`src/rtl/rbpe_pkg.sv`:
```
// ----------------------------------------------------------------------------
// rbpe_pkg
// Shared constants and types of the Rice bit packer.
// ----------------------------------------------------------------------------
`default_nettype none

package rbpe_pkg;

	// bits moved into the word buffer per cycle at most
	localparam int DIGIT_BITS    = 4;
	localparam int DIG_CNT_BITS  = $clog2(DIGIT_BITS + 1);

	localparam int K_BITS        = 5;
	// zero stop bit followed by up to 2**K_BITS-1 remainder bits
	localparam int TAIL_BITS     = 2 ** K_BITS;
	localparam int TAIL_CNT_BITS = K_BITS + 1;

	localparam int OUT_BITS      = 32;

	localparam logic FUNC_ENCODE = 1'b0;
	localparam logic FUNC_FLUSH  = 1'b1;

	typedef struct packed {
		logic                     flush;
		logic                     ovf;
		logic [TAIL_CNT_BITS-1:0] tail_len;
		logic [TAIL_BITS-1:0]     tail;      // stop bit and remainder, first bit at MSB
	} job_t;

endpackage

`default_nettype wire

```
`src/rtl/rbpe_in_if.sv`:
```
// ----------------------------------------------------------------------------
// rbpe_in_if
// Sample channel: encode or flush command with sample and Rice parameter.
// ----------------------------------------------------------------------------
`default_nettype none

interface rbpe_in_if
	import rbpe_pkg::*;
#(
	parameter int SAMPLE_BITS = 24
);
	logic                          valid;
	logic                          ready;
	logic                          func;
	logic signed [SAMPLE_BITS-1:0] sample_value;
	logic [K_BITS-1:0]             rice_k;

	modport source (output valid, func, sample_value, rice_k, input ready);
	modport sink   (input valid, func, sample_value, rice_k, output ready);
endinterface

`default_nettype wire

```
`src/rtl/rbpe_prep.sv`:
```
// ----------------------------------------------------------------------------
// rbpe_prep
// Zigzag mapping, quotient split and bound check; one register stage.
// ----------------------------------------------------------------------------
`default_nettype none

module rbpe_prep
	import rbpe_pkg::*;
#(
	parameter int  SAMPLE_BITS  = 24,
	parameter int  MAX_QUOTIENT = 1024,
	localparam int QW           = $clog2(MAX_QUOTIENT + 1)
) (
	input  wire logic    clk,
	input  wire logic    arst_n,
	rbpe_in_if.sink      samples,
	output      logic    job_valid,
	input  wire logic    job_ready,
	output      job_t    job,
	output      logic [QW-1:0] job_ones
);

	logic [SAMPLE_BITS-1:0] u;
	logic [SAMPLE_BITS-1:0] q;
	logic [TAIL_BITS-1:0]   ux;
	logic [TAIL_BITS-1:0]   tail;
	logic                   ovf;
	logic                   take;

	logic                   job_valid_q;
	job_t                   job_q;
	logic [QW-1:0]          ones_q;

	assign take          = samples.valid && samples.ready;
	assign samples.ready = !job_valid_q || job_ready;

	always_comb begin
		// 2v for v >= 0, -2v-1 (= ~2v) for v < 0
		u    = {samples.sample_value[SAMPLE_BITS-2:0], 1'b0}
		       ^ {SAMPLE_BITS{samples.sample_value[SAMPLE_BITS-1]}};
		q    = u >> samples.rice_k;
		ovf  = 33'(q) > 33'(MAX_QUOTIENT);
		ux   = TAIL_BITS'(u);
		// left-align the k remainder bits just below the stop bit
		tail = ux << (K_BITS'(TAIL_BITS - 1) - samples.rice_k);
		tail[TAIL_BITS-1] = 1'b0;
	end

	always_ff @(posedge clk or negedge arst_n) begin
		if (!arst_n) begin
			job_valid_q <= 1'b0;
		end else if (take) begin
			job_valid_q <= 1'b1;
		end else if (job_ready) begin
			job_valid_q <= 1'b0;
		end
	end

	always_ff @(posedge clk) begin
		if (take) begin
			job_q.flush    <= (samples.func == FUNC_FLUSH);
			job_q.ovf      <= (samples.func == FUNC_ENCODE) && ovf;
			job_q.tail_len <= TAIL_CNT_BITS'(samples.rice_k) + TAIL_CNT_BITS'(1);
			job_q.tail     <= tail;
			ones_q         <= QW'(q);
		end
	end

	assign job_valid = job_valid_q;
	assign job       = job_q;
	assign job_ones  = ones_q;

endmodule

`default_nettype wire

```
`src/flat_wrapper.sv`:
```
// flat-port wrapper written by rule: the top's interface ports become plain ports
module rbpe_prep_flat import rbpe_pkg::*;
#(
	parameter int  SAMPLE_BITS  = 24,
	parameter int  MAX_QUOTIENT = 1024,
	localparam int QW           = $clog2(MAX_QUOTIENT + 1)
)
  (clk, arst_n, job_valid, job_ready, job, job_ones, samples_valid, samples_func, samples_sample_value, samples_rice_k, samples_ready);
  rbpe_in_if #(.SAMPLE_BITS(SAMPLE_BITS)) samples_i ();
  input  wire logic clk;
  input  wire logic arst_n;
  output      logic job_valid;
  input  wire logic job_ready;
  output      job_t job;
  output      logic [QW-1:0] job_ones;
  input wire logic [$bits(samples_i.valid)-1:0] samples_valid;
  input wire logic [$bits(samples_i.func)-1:0] samples_func;
  input wire logic [$bits(samples_i.sample_value)-1:0] samples_sample_value;
  input wire logic [$bits(samples_i.rice_k)-1:0] samples_rice_k;
  output wire logic [$bits(samples_i.ready)-1:0] samples_ready;
  assign samples_i.valid = samples_valid;
  assign samples_i.func = samples_func;
  assign samples_i.sample_value = samples_sample_value;
  assign samples_i.rice_k = samples_rice_k;
  assign samples_ready = samples_i.ready;
  rbpe_prep #(.SAMPLE_BITS(SAMPLE_BITS), .MAX_QUOTIENT(MAX_QUOTIENT)) u_core (.clk(clk), .arst_n(arst_n), .samples(samples_i), .job_valid(job_valid), .job_ready(job_ready), .job(job), .job_ones(job_ones));
endmodule
```
`config.mk`:
```
export PLATFORM = sky130hd
export DESIGN_NAME = rbpe_prep_flat
export DESIGN_NICKNAME = d
export VERILOG_FILES = /design/src/rtl/rbpe_pkg.sv /design/src/rtl/rbpe_in_if.sv /design/src/rtl/rbpe_prep.sv /design/src/flat_wrapper.sv
export SDC_FILE = /design/constraint.sdc
export NUM_CORES = 1
export LEC_CHECK = 0
export BUFFER_PORTS_ARGS = -buffer_cell sky130_fd_sc_hd__buf_2
export CAP_MARGIN = 15
export CORE_UTILIZATION = 56
export DETAILED_ROUTE_END_ITERATION = 6
export PLACE_DENSITY = 0.82
export SETUP_SLACK_MARGIN = 0.02
export SKIP_LAST_GASP = 1
export SYNTH_ARGS = -nofsm -noshare
export SYNTH_HDL_FRONTEND = slang
export SYNTH_SLANG_ARGS = --single-unit
```
`constraint.sdc`:
```
create_clock -name clk -period 2.55 [get_ports clk]
set_input_delay 0.255 -clock clk [delete_from_list [all_inputs] [get_ports clk]]
set_output_delay 0.255 -clock clk [all_outputs]
set_load 0.005 [all_outputs]
```
# == Word-level counts from Yosys, hierarchy flattened ==
# Cells that the tools add are included.
# W data, S select, Z words.
# word_totals
out_inout_bits,53
ff_bits,51
latchBits,0
memories,0
ram_bits,0
mem_bits_ro,0
word_cells,20
input_bits,34
# classes
n_mul,0
n_div,0
add_sub_neg,2
muxes,2
n_eq_ne,0
shift,2
bitwise,2
n_lt_le_gt_ge,1
n_reduce_logical,5
# ops
operator,n
$shl A24 B5 Y31,1
$gt A24 B11 Y1 const B,1
$shr A24 B5 Y24,1
$xor A24 B24 Y24,1
$add A5 B1 Y6 const B,1
$sub A5 B5 Y5 const A,1
$logic_and A1 B1 Y1,2
$mux W1,2
$reduce_bool A2 Y1,1
$logic_not A1 Y1,1
$logic_or A1 B1 Y1,1
$not A1 Y1,1

# == Depth between registers and ports, before layout ==
# depth
depth_word,4
ltp_mapped,12
depth_no_buf,8

# == Least setup slack after synthesis ==
# Ideal clock, no wire load.
# synth_path
kind,input-to-reg
startpoint,input samples_rice_k[0]
endpoint,"register u_core.job_q, in the netlist u_core.job[38], data pin"
path_slack_ns,-0.129
path_buffers,3
t_arrival_ns,2.408
setup_time_ns,0.271
required_time_ns,2.279
stages,11
cell_sequence,buf_6 -> buf_6 -> buf_4 -> mux2i_1 -> o2bb2ai_1 -> nor3_1 -> mux2i_1 -> nand3_1 -> or4_1 -> o31ai_2 -> a211oi_1
# synth_between
elab_chain_cells,3
# synth_lines
item,line,text
from (decl),flat_wrapper.sv:19,input wire logic [$bits(samples_i.rice_k)-1:0] samples_rice_k;
$shr A24 B5 Y24,rbpe_prep.sv:41,q = u >> samples.rice_k;
named net u_core.q[0],rbpe_prep.sv:24,logic [SAMPLE_BITS-1:0] q;
$gt A24 B11 Y1,rbpe_prep.sv:42,ovf = 33'(q) > 33'(MAX_QUOTIENT);
$logic_and A1 B1 Y1,rbpe_prep.sv:62,job_q.ovf <= (samples.func == FUNC_ENCODE) && ovf;
to (decl),rbpe_prep.sv:31,job_t job_q;
# The timed path passes the listed nets, and every way through them passes these cells.
# A chain may end at the register's enable or synchronous reset.

# == Worst setup path after layout ==
# Same ends and word-level chain as after synthesis.

==> key figures <==
Outcome
  • Status: finished, violations left
  • Failing checks: negative setup slack

Logic synthesis
  • Fraction of registers with async set/reset: 0.01961
  • Synthesized area per cell: 10.48 um^2
  • Synth warn: 0
  • Seq cells post-synth: 51
  • Top FF cell, synth: edfxtp_1
  • Yosys cell types: 52
  • Synth top area cells: edfxtp_1, mux4_2, mux2i_1
  • Sequential element share of the synthesized area: 0.3745
  • EDFF count, synth: 50
  • Mapped Nets: 424
  • Cells after synthesis: 389
  • Share of the synthesized area in the top cell type: 0.3683
  • Post-synthesis adder-cell area fraction: 0.003069
  • Post-Synth Simple-Gate Area: 0.1384
  • Top cell type by total area after synthesis: edfxtp_1
  • Largest family of logic cells by synthesized area: multiplexers
  • Compound-Gate Fraction of Synth Area: 0.1182
  • Post-synthesis cell area: 4076 um^2
  • Mux cell area share after synthesis: 0.2495
  • XOR/XNOR share of the synthesized area: 0.06875

Global route
  • Pin count of the biggest net entering global routing: 31
  • Number of global-route vias before repair: 3,904
  • Total Routing Usage GR: 0.3371
  • First-pass GRT wire length: 19.43 mm
  • Aggregate global routing overflow: 0
  • Initial antenna violation count: 0

Job
  • Max-cap violations: 0

Layout
  • Finished Core Util: 0.8389
  • P&R area growth vs syn: 42.14%
  • Most common cell after layout, fill and taps aside: buf_4
  • Reg area: 1526 um^2
  • Leading cell types in the layout, fill and taps excluded: buf_4, buf_2, edfxtp_1, nor2_1, mux2i_1
  • Fin nets: 617
  • Area of the multi-input gates: 2486 um^2
  • Layout cells sized above 1: 0.4786
  • Antenna Cells: 0
  • # fillers: 425

STA
  • FMAX: 385.5 MHz
  • Max-Slew Margin vs Limit: 0.5248
  • Slew at the pin closest to its max-slew limit: 0.7039 ns
  • Final period util: 1.017
  • Min cycle time layout: 2.594 ns
  • Layout Skew: 0.005269 ns
  • Final Hold Viols: 0
  • Fin worst setup slack: -0.04401 ns
  • Final Setup Violations: 1
  • Fin. max-slew vios: 0
  • RSZ-0062 raised after global routing: true

Critical path
  • R2r setup slk: 0.88 ns
  • Crit path launch: samples_rice_k[0]
  • Crit Path Class: in2reg
  • Critical path required time: 2.60 ns
  • Worst R2R End: u_core.job[35]
  • R2r startpoint: u_core.job_valid
  • CP arrival: 2.64 ns
  • Path depth of the worst reg2reg path: 3
  • Worst setup EP type: flip-flop
  • CP Max Fanout: 11
  • Setup crit start kind: input pin

Route
  • Drt first pass iters: 5
  • Post-route ant nets: 0
  • Via count: 4,208
  • Final wirelength: 13.09 mm
  • DRC: 0
  • Routed wire per std cell: 19.28 um
  • Drt initial violations: 435
  • Drt via density: 6.197

Power and ir drop
  • Cell-internal power: 0.001879 W
  • Combinational power share: 0.419
  • Tot Pwr: 0.002705 W
  • NetSw: 0.0008266 W
  • Clock share of power: 0.204
  • Worst vdd ir: 0.2263 mV
  • Power per cell area: 466.9 nW/um^2
  • Sw Share: 0.3055
  • Leak: 2.458 nW
  • Flop pwr share: 0.377

Clock tree
  • Htree depth: 2
  • Root Buffer: clkbuf_8
  • Clock Tree Buf Depth: 2
  • Clock transition at path regs: 0.09 ns
  • CTS tree: yes
  • Clock Sinks: 51
  • Total CTS buffers: 5
  • Clk_lat worst skew: 0.30 ns

Floorplan
  • Die W: 87.32 um
  • Num rows: 30
  • Die height: 87.32 um
  • CORE AREA: 6907 um^2
  • DIE AREA: 7625 um^2
  • Starting density of the core: 0.5902
  • # IOs: 87

Placement
  • Worst slack, placed: -0.4211 ns
  • IO buf count: 85
  • Final RePlAce weighted congestion: 0.9276
  • Post-DP HPWL: 9.784 mm

Worst hold path
  • HP Start: samples_func
  • Min-Delay Path Class: in2reg
  • Hold Path End: u_core.job[39]
  • Cells on Worst Hold Path: 1
[flip-flops by register name, summed over array words and instances (netlist names)]
| register | cells |
|---|---|
| u_core.job_ones | 11 |
| u_core.job_valid | 1 |
| u_core.job | 39 |
[cell families (layout without fill, tap and decap cells)]
logic type	after synthesis	count (layout)
compound gates	73	73
flops	51	51
other cells	1	1
fa+ha+maj	1	1
buf+inv	37	231
mux	70	70
simple gates	124	124
xor+xnor	32	32
[Yosys cell counts (2+ instances only)]
master and number:
o21ai_1 2, edfxtp_1 50, nor3_1 11, xnor2_1 30, nor2_1 47, buf_2 8, nand3_1 12, o22ai_1 15
o21ai_0 9, or4_1 2, nand2_1 28, buf_6 2, a211oi_1 2, o32ai_1 2, clkbuf_1 11, nand2b_1 5
mux2i_1 42, a21oi_1 21, a32o_1 2, buf_4 4, and2_1 7, and3_1 2, o221ai_1 2, mux4_2 23
buf_1 5, mux2_2 3, mux2i_4 2, or3_1 2, o211ai_1 4, nor2b_1 5, inv_2 4, xor2_1 2
inv_1 2, o2bb2ai_1 3
[through the flow]
stage,cells,cell area [um^2],hold WS [ns],setup TNS (ns)
floorplan,389,4095,-0.04059,-0.04860
global placement,652,5359,0.02972,-0.4146
detailed placement,652,5359,0.03475,-0.5339
CTS,675,5648,0.1635,-0.01692
global route,679,5794,0.1662,-0.1084
finish,679,5794,0.1727,-0.04401
[final cells by class]
class | count | area share
Tap cell | 96 | 0.02073
Clock buffer | 6 | 0.01252
Clock inverter | 2 | 0.006478
Inverter | 6 | 0.003887
Sequential cell | 51 | 0.2634
Timing Repair Buffer | 217 | 0.2639
Multi-Input combinational cell | 301 | 0.4291
[worst max path at each step]
stage                      to  slack (ns)  cells past startpoint
4_1_cts        u_core.job[38]       -0.02                     12
3_5_place_dp   u_core.job[38]       -0.42                     10
5_1_grt        u_core.job[38]       -0.11                     11
3_3_place_gp   u_core.job[38]       -0.41                      9
6_report       u_core.job[38]       -0.04                     10
2_1_floorplan  u_core.job[38]       -0.05                     10
[critical path, stage by stage]
cell,delay (ns)
buf_12,0.10
buf_12,0.14
mux4_2,0.53
mux2i_1,0.30
xnor2_1,0.18
nor2_1,0.13
o32ai_1,0.12
or4_4,0.54
o31ai_4,0.24
a211oi_2,0.09
[what timing repair did]
| item | 4_1_cts | 5_1_grt |
|---|---|---|
| hold buffers | 1 | 0 |
| gates cloned | 1 | 0 |
| pin swaps | 10 | 8 |
| hold endpoints to repair | 1 | 0 |
| resized for setup | 13 | 22 |
| setup buffers | 13 | 4 |
| setup endpoints to repair | 1 | 1 |
[power by group through the flow]
stage | registers [W] | clock network [W] | logic (W)
5_1_grt | 0.00103 | 0.000580 | 0.00120
4_1_cts | 0.00102 | 0.000550 | 0.00105
6_report | 0.00102 | 0.000552 | 0.00113
3_3_place_gp | 0.00103 | 0 | 0.000968
3_5_place_dp | 0.00104 | 0 | 0.000994
2_1_floorplan | 0.00105 | 0 | 0.000510
[routing by layer]
metal | track usage | share of wire
met3 | 0.02844 | 0.076
met1 | 0.4329 | 0.39
met5 | 0 | 0
met2 | 0.5966 | 0.51
met4 | 0.1192 | 0.033
Note: power is estimated with default switching activity, not from simulation.
